## config.mk

```make
export PLATFORM = sky130hd
export DESIGN_NAME = i2c_master_bit_sequencer
export DESIGN_NICKNAME = d
export VERILOG_FILES = /design/src/design/i2cms_pkg.sv /design/src/design/i2c_master_bit_sequencer.sv /design/src/design/i2cms_step.sv
export SDC_FILE = /design/constraint.sdc
export NUM_CORES = 1
export LEC_CHECK = 0
export BUFFER_PORTS_ARGS = -buffer_cell sky130_fd_sc_hd__buf_2
export CAP_MARGIN = 30
export CORE_MARGIN = 10
export CORE_UTILIZATION = 30
export DETAILED_ROUTE_END_ITERATION = 7
export GPL_ROUTABILITY_DRIVEN = 0
export GPL_TIMING_DRIVEN = 0
export PLACE_DENSITY_LB_ADDON = 0.12
export SYNTH_ARGS = -nofsm -noshare
export SYNTH_HDL_FRONTEND = slang
export SYNTH_SLANG_ARGS = --single-unit
export TNS_END_PERCENT = 1
```

## constraint.sdc

```tcl
create_clock -name clk -period 3.2 [get_ports clk]
set_clock_uncertainty 0.15 [all_clocks]
set_input_delay 0.16 -clock clk [delete_from_list [all_inputs] [get_ports clk]]
set_output_delay 0.16 -clock clk [all_outputs]
set_load 0.05 [all_outputs]
```

## src/design/i2cms_pkg.sv

```systemverilog
// shared types and constants for the two-bus i2c master line sequencer
// no dependencies; used by i2cms_step and i2c_master_bit_sequencer
`timescale 1ns / 1ps
`default_nettype none

package i2cms_pkg;

  localparam int NUM_BUSES = 2;
  localparam logic [3:0] BUS_LIMIT = 4'(NUM_BUSES);
  localparam logic [7:0] SHIFT_MSB = 8'h80;
  localparam logic [3:0] BITS_PER_BYTE = 4'd8;

  typedef enum logic [2:0] {
    OP_START  = 3'd0,
    OP_STOP   = 3'd1,
    OP_SEND   = 3'd2,
    OP_RXBYTE = 3'd3,
    OP_SACK   = 3'd4,
    OP_RXACK  = 3'd5,
    OP_SAMPLE = 3'd6
  } op_t;

  typedef enum logic [1:0] {
    PEND_NONE   = 2'd0,
    PEND_RXBYTE = 2'd1,
    PEND_RXACK  = 2'd2
  } pend_t;

  typedef struct packed {
    logic [2:0] operation;
    logic       bus;
    logic [7:0] write_data;
    logic       ack_to_send;
    logic       sda_sample;
  } in_t;

  typedef struct packed {
    logic       bus_out;
    logic       scl_level;
    logic       sda_level;
    logic       sample_request;
    logic       done_res;
    logic [7:0] read_byte;
    logic       ack_received;
    logic       last;
  } out_t;

  // sequencer state carried between commands
  typedef struct packed {
    pend_t      pending;
    logic       active_bus;
    logic [3:0] bit_index;
    logic [7:0] shift_in;
  } ctl_t;

  // everything one pin step decides
  typedef struct packed {
    logic       emit;
    logic       fin;
    logic       wr_scl;
    logic       wr_sda;
    logic       lvl;
    logic       bus;
    out_t       res;
    ctl_t       ctl_nxt;
    logic [1:0] phase_nxt;
    logic [2:0] bitc_nxt;
  } step_t;

endpackage

`default_nettype wire

```

## src/design/i2c_master_bit_sequencer.sv

```systemverilog
// top level of the two-bus i2c master line sequencer: command register, step counters,
// line state and result register; depends on i2cms_pkg and i2cms_step
//
//   port group   dir   payload       handshake
//   in_*         in    i2cms_pkg::in_t   in_valid / in_ready
//   out_*        out   i2cms_pkg::out_t  out_valid / out_ready
//
// one result per cycle while out_ready does not stall; a command makes as many results as it
// has pin writes (1 to 24, send byte is the longest at 24), an ignored item gives nothing
// the step counters in front of i2cms_step set this pace
// the next command is taken in the cycle its last write enters the result register
// reset (synchronous, rst_n low) releases both lines of every bus, clears pending waits
// a stalled out_ready holds the result register and freezes the sequence at its next pin write
`timescale 1ns / 1ps
`default_nettype none

module i2c_master_bit_sequencer (
  input  var logic            clk,
  input  var logic            rst_n,
  input  var logic            in_valid,
  output logic                in_ready,
  input  var i2cms_pkg::in_t  in_data,
  output logic                out_valid,
  input  var logic            out_ready,
  output i2cms_pkg::out_t     out_data
);

  logic                              cmd_valid_r, cmd_valid_nxt;
  i2cms_pkg::in_t                    cmd_r, cmd_nxt;
  logic [1:0]                        phase_r, phase_nxt;
  logic [2:0]                        bitc_r, bitc_nxt;
  i2cms_pkg::ctl_t                   ctl_r, ctl_nxt;
  logic [i2cms_pkg::NUM_BUSES-1:0]   scl_r, scl_nxt;
  logic [i2cms_pkg::NUM_BUSES-1:0]   sda_r, sda_nxt;
  logic                              out_valid_r, out_valid_nxt;
  i2cms_pkg::out_t                   out_r, out_nxt;

  i2cms_pkg::step_t st;
  logic             out_free;
  logic             advance;
  logic             in_fire;
  logic             put;

  i2cms_step u_step (
    .cmd   (cmd_r),
    .phase (phase_r),
    .bitc  (bitc_r),
    .ctl   (ctl_r),
    .scl_v (scl_r),
    .sda_v (sda_r),
    .st    (st)
  );

  assign out_free = !out_valid_r || out_ready;
  assign advance  = cmd_valid_r && (!st.emit || out_free);
  assign put      = advance && st.emit;
  assign in_ready = !cmd_valid_r || (advance && st.fin);
  assign in_fire  = in_valid && in_ready;

  assign out_valid = out_valid_r;
  assign out_data  = out_r;

  always_comb begin
    cmd_valid_nxt = cmd_valid_r;
    cmd_nxt       = cmd_r;
    phase_nxt     = phase_r;
    bitc_nxt      = bitc_r;
    ctl_nxt       = ctl_r;
    scl_nxt       = scl_r;
    sda_nxt       = sda_r;
    out_valid_nxt = out_valid_r;
    out_nxt       = out_r;

    if (advance) begin
      ctl_nxt = st.ctl_nxt;
      if (st.fin) begin
        cmd_valid_nxt = 1'b0;
        phase_nxt     = 2'd0;
        bitc_nxt      = 3'd0;
      end else begin
        phase_nxt = st.phase_nxt;
        bitc_nxt  = st.bitc_nxt;
      end
    end
    if (in_fire) begin
      cmd_valid_nxt = 1'b1;
      cmd_nxt       = in_data;
    end

    if (put) begin
      if (st.wr_scl) scl_nxt[st.bus] = st.lvl;
      if (st.wr_sda) sda_nxt[st.bus] = st.lvl;
      out_valid_nxt = 1'b1;
      out_nxt       = st.res;
    end else if (out_ready) begin
      out_valid_nxt = 1'b0;
    end
  end

  always_ff @(posedge clk) begin
    if (!rst_n) begin
      cmd_valid_r        <= 1'b0;
      phase_r            <= 2'd0;
      bitc_r             <= 3'd0;
      ctl_r.pending      <= i2cms_pkg::PEND_NONE;
      ctl_r.active_bus   <= 1'b0;
      ctl_r.bit_index    <= 4'd0;
      ctl_r.shift_in     <= 8'h00;
      scl_r              <= '1;
      sda_r              <= '1;
      out_valid_r        <= 1'b0;
    end else begin
      cmd_valid_r <= cmd_valid_nxt;
      phase_r     <= phase_nxt;
      bitc_r      <= bitc_nxt;
      ctl_r       <= ctl_nxt;
      scl_r       <= scl_nxt;
      sda_r       <= sda_nxt;
      out_valid_r <= out_valid_nxt;
    end
  end

  always_ff @(posedge clk) begin
    cmd_r <= cmd_nxt;
    out_r <= out_nxt;
  end

`ifndef SYNTHESIS
  // a sample request always leaves the sequencer waiting
  a_req_pending : assert property (@(posedge clk) disable iff (!rst_n)
    put && st.res.sample_request |=> ctl_r.pending != i2cms_pkg::PEND_NONE)
    else $error("sample request issued without a pending wait");

  // done only ever closes a transfer group
  a_done_last : assert property (@(posedge clk) disable iff (!rst_n)
    out_valid_r && out_r.done_res |-> out_r.last)
    else $error("done result not marked last");

  a_byte_done : assert property (@(posedge clk) disable iff (!rst_n)
    out_valid_r && (out_r.read_byte != 8'h00) |-> out_r.done_res)
    else $error("read byte shown outside a finished receive");

  a_bit_range : assert property (@(posedge clk) disable iff (!rst_n)
    ctl_r.bit_index <= i2cms_pkg::BITS_PER_BYTE)
    else $error("bit index ran past one byte");

  // no new command is taken while one is mid sequence
  a_no_overrun : assert property (@(posedge clk) disable iff (!rst_n)
    cmd_valid_r && !(advance && st.fin) |-> !in_ready)
    else $error("command register overrun");
`endif

endmodule

`default_nettype wire

```

## src/design/i2cms_step.sv

```systemverilog
// pin step decoder: at most one bus write per call from command, step counters and line state
// depends on i2cms_pkg
`timescale 1ns / 1ps
`default_nettype none

module i2cms_step (
  input  var i2cms_pkg::in_t                      cmd,
  input  var logic [1:0]                          phase,
  input  var logic [2:0]                          bitc,
  input  var i2cms_pkg::ctl_t                     ctl,
  input  var logic [i2cms_pkg::NUM_BUSES-1:0]     scl_v,
  input  var logic [i2cms_pkg::NUM_BUSES-1:0]     sda_v,
  output i2cms_pkg::step_t                        st
);

  i2cms_pkg::op_t op;
  logic           drop;
  logic [3:0]     bi_new;
  logic [7:0]     sh_new;

  assign op     = i2cms_pkg::op_t'(cmd.operation);
  assign bi_new = ctl.bit_index + 4'd1;
  assign sh_new = ctl.shift_in |
                  ((cmd.sda_sample && (ctl.bit_index < i2cms_pkg::BITS_PER_BYTE))
                   ? (i2cms_pkg::SHIFT_MSB >> ctl.bit_index[2:0]) : 8'h00);

  always_comb begin
    st           = '0;
    st.fin       = 1'b1;
    st.bus       = cmd.bus;
    st.ctl_nxt   = ctl;
    st.phase_nxt = phase + 2'd1;
    st.bitc_nxt  = bitc;
    drop         = 1'b0;

    if (op == i2cms_pkg::OP_SAMPLE) begin
      st.bus = ctl.active_bus;
      drop   = (ctl.pending == i2cms_pkg::PEND_NONE) ||
               ({3'b000, ctl.active_bus} >= i2cms_pkg::BUS_LIMIT);
    end else begin
      drop = (ctl.pending != i2cms_pkg::PEND_NONE) ||
             ({3'b000, cmd.bus} >= i2cms_pkg::BUS_LIMIT);
    end

    if (!drop) begin
      st.emit = 1'b1;
      unique case (op) inside
        i2cms_pkg::OP_START: begin
          st.fin = (phase == 2'd3);
          case (phase)
            2'd0:    begin st.wr_sda = 1'b1; st.lvl = 1'b1; end
            2'd1:    begin st.wr_scl = 1'b1; st.lvl = 1'b1; end
            2'd2:    begin st.wr_sda = 1'b1; st.lvl = 1'b0; end
            default: begin st.wr_scl = 1'b1; st.lvl = 1'b0; end
          endcase
          st.res.done_res = st.fin;
        end
        i2cms_pkg::OP_STOP: begin
          st.fin = (phase == 2'd2);
          case (phase)
            2'd0:    begin st.wr_sda = 1'b1; st.lvl = 1'b0; end
            2'd1:    begin st.wr_scl = 1'b1; st.lvl = 1'b1; end
            default: begin st.wr_sda = 1'b1; st.lvl = 1'b1; end
          endcase
          st.res.done_res = st.fin;
        end
        i2cms_pkg::OP_SEND: begin
          // three writes per bit, msb first
          st.fin = (phase == 2'd2) && (bitc == 3'd7);
          case (phase)
            2'd0:    begin st.wr_sda = 1'b1; st.lvl = cmd.write_data[3'd7 - bitc]; end
            2'd1:    begin st.wr_scl = 1'b1; st.lvl = 1'b1; end
            default: begin
              st.wr_scl    = 1'b1;
              st.lvl       = 1'b0;
              st.phase_nxt = 2'd0;
              st.bitc_nxt  = bitc + 3'd1;
            end
          endcase
          st.res.done_res = st.fin;
        end
        i2cms_pkg::OP_SACK: begin
          st.fin = (phase == 2'd2);
          case (phase)
            2'd0:    begin st.wr_sda = 1'b1; st.lvl = cmd.ack_to_send; end
            2'd1:    begin st.wr_scl = 1'b1; st.lvl = 1'b1; end
            default: begin st.wr_scl = 1'b1; st.lvl = 1'b0; end
          endcase
          st.res.done_res = st.fin;
        end
        i2cms_pkg::OP_RXBYTE, i2cms_pkg::OP_RXACK: begin
          // release sda, raise scl, then wait for a sample
          st.fin = (phase == 2'd1);
          if (phase == 2'd0) begin
            st.wr_sda = 1'b1;
            st.lvl    = 1'b1;
          end else begin
            st.wr_scl             = 1'b1;
            st.lvl                = 1'b1;
            st.res.sample_request = 1'b1;
            st.ctl_nxt.active_bus = cmd.bus;
            if (op == i2cms_pkg::OP_RXBYTE) begin
              st.ctl_nxt.pending   = i2cms_pkg::PEND_RXBYTE;
              st.ctl_nxt.bit_index = 4'd0;
              st.ctl_nxt.shift_in  = 8'h00;
            end else begin
              st.ctl_nxt.pending = i2cms_pkg::PEND_RXACK;
            end
          end
        end
        i2cms_pkg::OP_SAMPLE: begin
          st.wr_scl = 1'b1;
          if (ctl.pending == i2cms_pkg::PEND_RXACK) begin
            st.lvl              = 1'b0;
            st.res.done_res     = 1'b1;
            st.res.ack_received = cmd.sda_sample;
            st.ctl_nxt.pending  = i2cms_pkg::PEND_NONE;
          end else if (phase == 2'd0) begin
            st.lvl               = 1'b0;
            st.ctl_nxt.bit_index = bi_new;
            st.ctl_nxt.shift_in  = sh_new;
            if (bi_new >= i2cms_pkg::BITS_PER_BYTE) begin
              st.res.done_res    = 1'b1;
              st.res.read_byte   = sh_new;
              st.ctl_nxt.pending = i2cms_pkg::PEND_NONE;
            end else begin
              st.fin = 1'b0;
            end
          end else begin
            st.lvl                = 1'b1;
            st.res.sample_request = 1'b1;
          end
        end
        default: begin
          st.emit = 1'b0;
        end
      endcase
    end

    st.res.bus_out   = st.bus;
    st.res.scl_level = st.wr_scl ? st.lvl : scl_v[st.bus];
    st.res.sda_level = st.wr_sda ? st.lvl : sda_v[st.bus];
    st.res.last      = st.fin;
  end

endmodule

`default_nettype wire
```

==> flow_summary.ini <==
[run_status]
status = finished clean

[sta]
fin_crit_ps = 2910
period_share_pct = 91.0
finalMaxSlewViolations = 0
rsz0062_at_grt = no
tightest_slew_ps = 726
setup_violations = 0
max-slew-margin-rel_pct = 51.6
hold_viol_final = 0
max_freq_ghz = 0.343

[clocking]
holdBufCountCts = 15
cts_root_buffer = clkbuf_8
clk_path_buf_depth = 2
htree_levels = 2
cts_tree = built
post_cts_resized = 0
path_clk_slew_ps = 100
cts_buffers = 5
worstSkewPairLatency_ps = 310
cts_sinks = 55
post_cts_buffers = 0

[critical_path]
crit_path_start_kind = flip-flop
slowest_stage = or4_1
critical_path.max_fanout = 14
crit_type = flip-flop to flip-flop
max_stage_delay_ps = 500
worstPathArrival_ps = 2730
cp-end-kind = flip-flop
path_cells = inv_1, ha_1, nor2b_1, o21ai_1, o31ai_1, or4_1, buf_2, a21o_1, and2_1
critPathRequiredTime_ps = 3020

[power_and_ir_drop]
ir_worst_vdd_mv = 0.155
seqPwrFrac_pct = 55.5
total_power_w = 0.00142
intPower_w = 0.00102
pwr-share-clk_pct = 28.5
switching_share_pct = 27.8
p_leak_nw = 1.23
switchingPower_w = 0.000394
power_density_nw_per_um2 = 424
comb_power_share_pct = 16.0

[synthesis]
yosysUniqueCellTypes = 55
yosysWarningCount = 0
synth_fa_ha_area_share_pct = 6.32
synth-edff-count = 29
syn_area_sq_um = 2770
synth_top_area_cell = edfxtp_1
ys_top_cells_by_area = edfxtp_1, dfxtp_1, ha_1
synth_common_cells = nor2_1, edfxtp_1, dfxtp_1, a21oi_1, nand2_1
synth_async_sr_flop_share_pct = 0
synth_top_area_share_pct = 31.4
ys_seq_area_share_pct = 50.2
synth-xor-area-share_pct = 1.53
yosysMostFrequentCell = nor2_1
synth_compound_area_share_pct = 15.9
synthFlopType = edfxtp_1
synthMuxAreaShare_pct = 4.29
synth_seq_cells = 55
synth_top_family_by_area = simple AND/OR/NAND/NOR gates
avgSynthCellArea_sq_um = 10.3
synth_nets = 301
synth_simple_gate_area_share_pct = 18.1
netlist_instances = 269

[finish]
layout-drive-gt1-share_pct = 19.0
fin_cells = 438
n_antenna_cell = 0
finalNetCount = 358
area_delta_synth_final_pct = 20.5
final_core_utilization_pct = 36.7

[routing]
top_layer_used = met4
dr_wl_met2_microns = 2900
drc = 0
avgRoutedWirePerCell_microns = 14.5
wl_met3_microns = 325
drtAntennaViolNets = 0
first_iter_violations = 126
vias = 2146
avgViaCountPerCell = 4.90
drt-met1-wl_microns = 2950
firstDrtPassIters = 4
routed_wl_microns = 6360

[global_routing]
grt_max_degree = 17
grt_pass1_wl_microns = 10700
grt_overflow = 0
antenna_found_initial = 0
grt_pass1_vias = 2171
grt_use_total_pct = 9.91

[placement]
place_inst = 415
portBuffers = 34
dp_hpwl_microns = 4730

[floorplanning]
row_count = 35
num_io_pins = 35
initial_core_util_pct = 30.4
die_h_microns = 116
core-area_sq_um = 9110
dieArea_sq_um = 13500
die_w_microns = 116

[worst_hold_path]
hold_class = primary input to flip-flop

[run]
max-cap-violations = 0
==> final cells by class <==
cell class / count / area [sq um]
clock buffers: 6 / 82.6
fillers: 948 / 5770
flip-flops and latches: 55 / 1390
well taps: 111 / 139
multi-input cells: 193 / 1280
inverters: 8 / 30.0
plain buffers: 13 / 72.6
clock inverters: 2 / 11.3
repair buffers: 50 / 332
==> kinds of logic (layout without fill, tap and decap cells) <==
| group | after synthesis | after routing |
|---|---|---|
| fa+ha+maj | 14 | 14 |
| xor+xnor | 4 | 4 |
| simple gates | 96 | 96 |
| compound gates | 70 | 70 |
| flops | 55 | 55 |
| buf+inv | 21 | 79 |
| mux | 9 | 9 |
==> worst max-delay path, delay by kind of cell (launching register included) <==
| family | cells | cell delay [ps] |
|---|---|---|
| AND/OR/NAND/NOR | 3 | 1040 |
| adder cells (fa/ha/maj) | 1 | 260 |
| flip-flops | 1 | 430 |
| AO/OA/AOI/OAI | 3 | 380 |
| buffers and inverters | 2 | 310 |
==> power by group through the flow <==
stage	registers [W]	logic [W]	clock network (W)
detailed placement	0.000803	0.000214	0
CTS	0.000787	0.000228	0.000432
floorplan	0.000841	0.000112	0
global route	0.000790	0.000249	0.000459
global placement	0.000803	0.000212	0
finish	0.000786	0.000226	0.000404
==> cells in the final DEF (no fill, tap or decap), drive strengths merged, types with 2 or more instances in the layout <==
| master | n |
|---|---|
| nor4 | 2 |
| and2 | 2 |
| mux4 | 2 |
| a211o | 2 |
| mux2 | 3 |
| dlygate4sd3 | 15 |
| o31a | 2 |
| nand3b | 2 |
| a22o | 2 |
| o21ai | 15 |
| or4 | 2 |
| inv | 8 |
| and3 | 3 |
| o22ai | 2 |
| o311ai | 4 |
| a31oi | 7 |
| mux2i | 4 |
| nor2 | 32 |
| ha | 14 |
| nand3 | 9 |
| edfxtp | 29 |
| xor2 | 3 |
| buf | 43 |
| nor2b | 7 |
| nor3b | 2 |
| clkbuf | 11 |
| o2bb2ai | 2 |
| nor3 | 6 |
| a21oi | 25 |
| nand2 | 19 |
| nand2b | 6 |
| dfxtp | 26 |
==> flip-flops by register name (all words and copies together), names as in the netlist <==
register	cells
ctl_r	15
out_data	15
cmd_r	14
bitc_r	3
phase_r	2
scl_r	2
sda_r	2
cmd_valid_r	1
out_valid	1
==> through the flow <==
step	worst slack [ps]	setup TNS (ps)	hold slack [ps]	instance area [sq um]
6_report	287	0	85.8	3340
5_1_grt	87.5	0	142	3340
4_1_cts	228	0	79.3	3340
3_5_place_dp	244	0	188	3100
3_3_place_gp	-728	-6750	186	3080
2_1_floorplan	188	0	109	2770
==> worst paths after layout <==
path | endpoint | slack (ps) | start | cells after the start
worst max-delay path | cmd_r[7] | 290 | phase_r[0] | 9
worst min-delay path | out_valid | 90 | out_ready | 4
worst max register to register | cmd_r[7] | 290 | phase_r[0] | 9
worst min register to register | ctl_r[0] | 320 | ctl_r[0] | 2
==> metal layers <==
| layer | GRT usage, % | vias up |
|---|---|---|
| met2 | 16.3 | 45 |
| met1 | 12.0 | 994 |
| met4 | 4.67 | 0 |
| met3 | 2.21 | 12 |
| li1 | - | 1095 |
| met5 | 0 | - |
No activity file was read; power rests on OpenSTA's default activity.
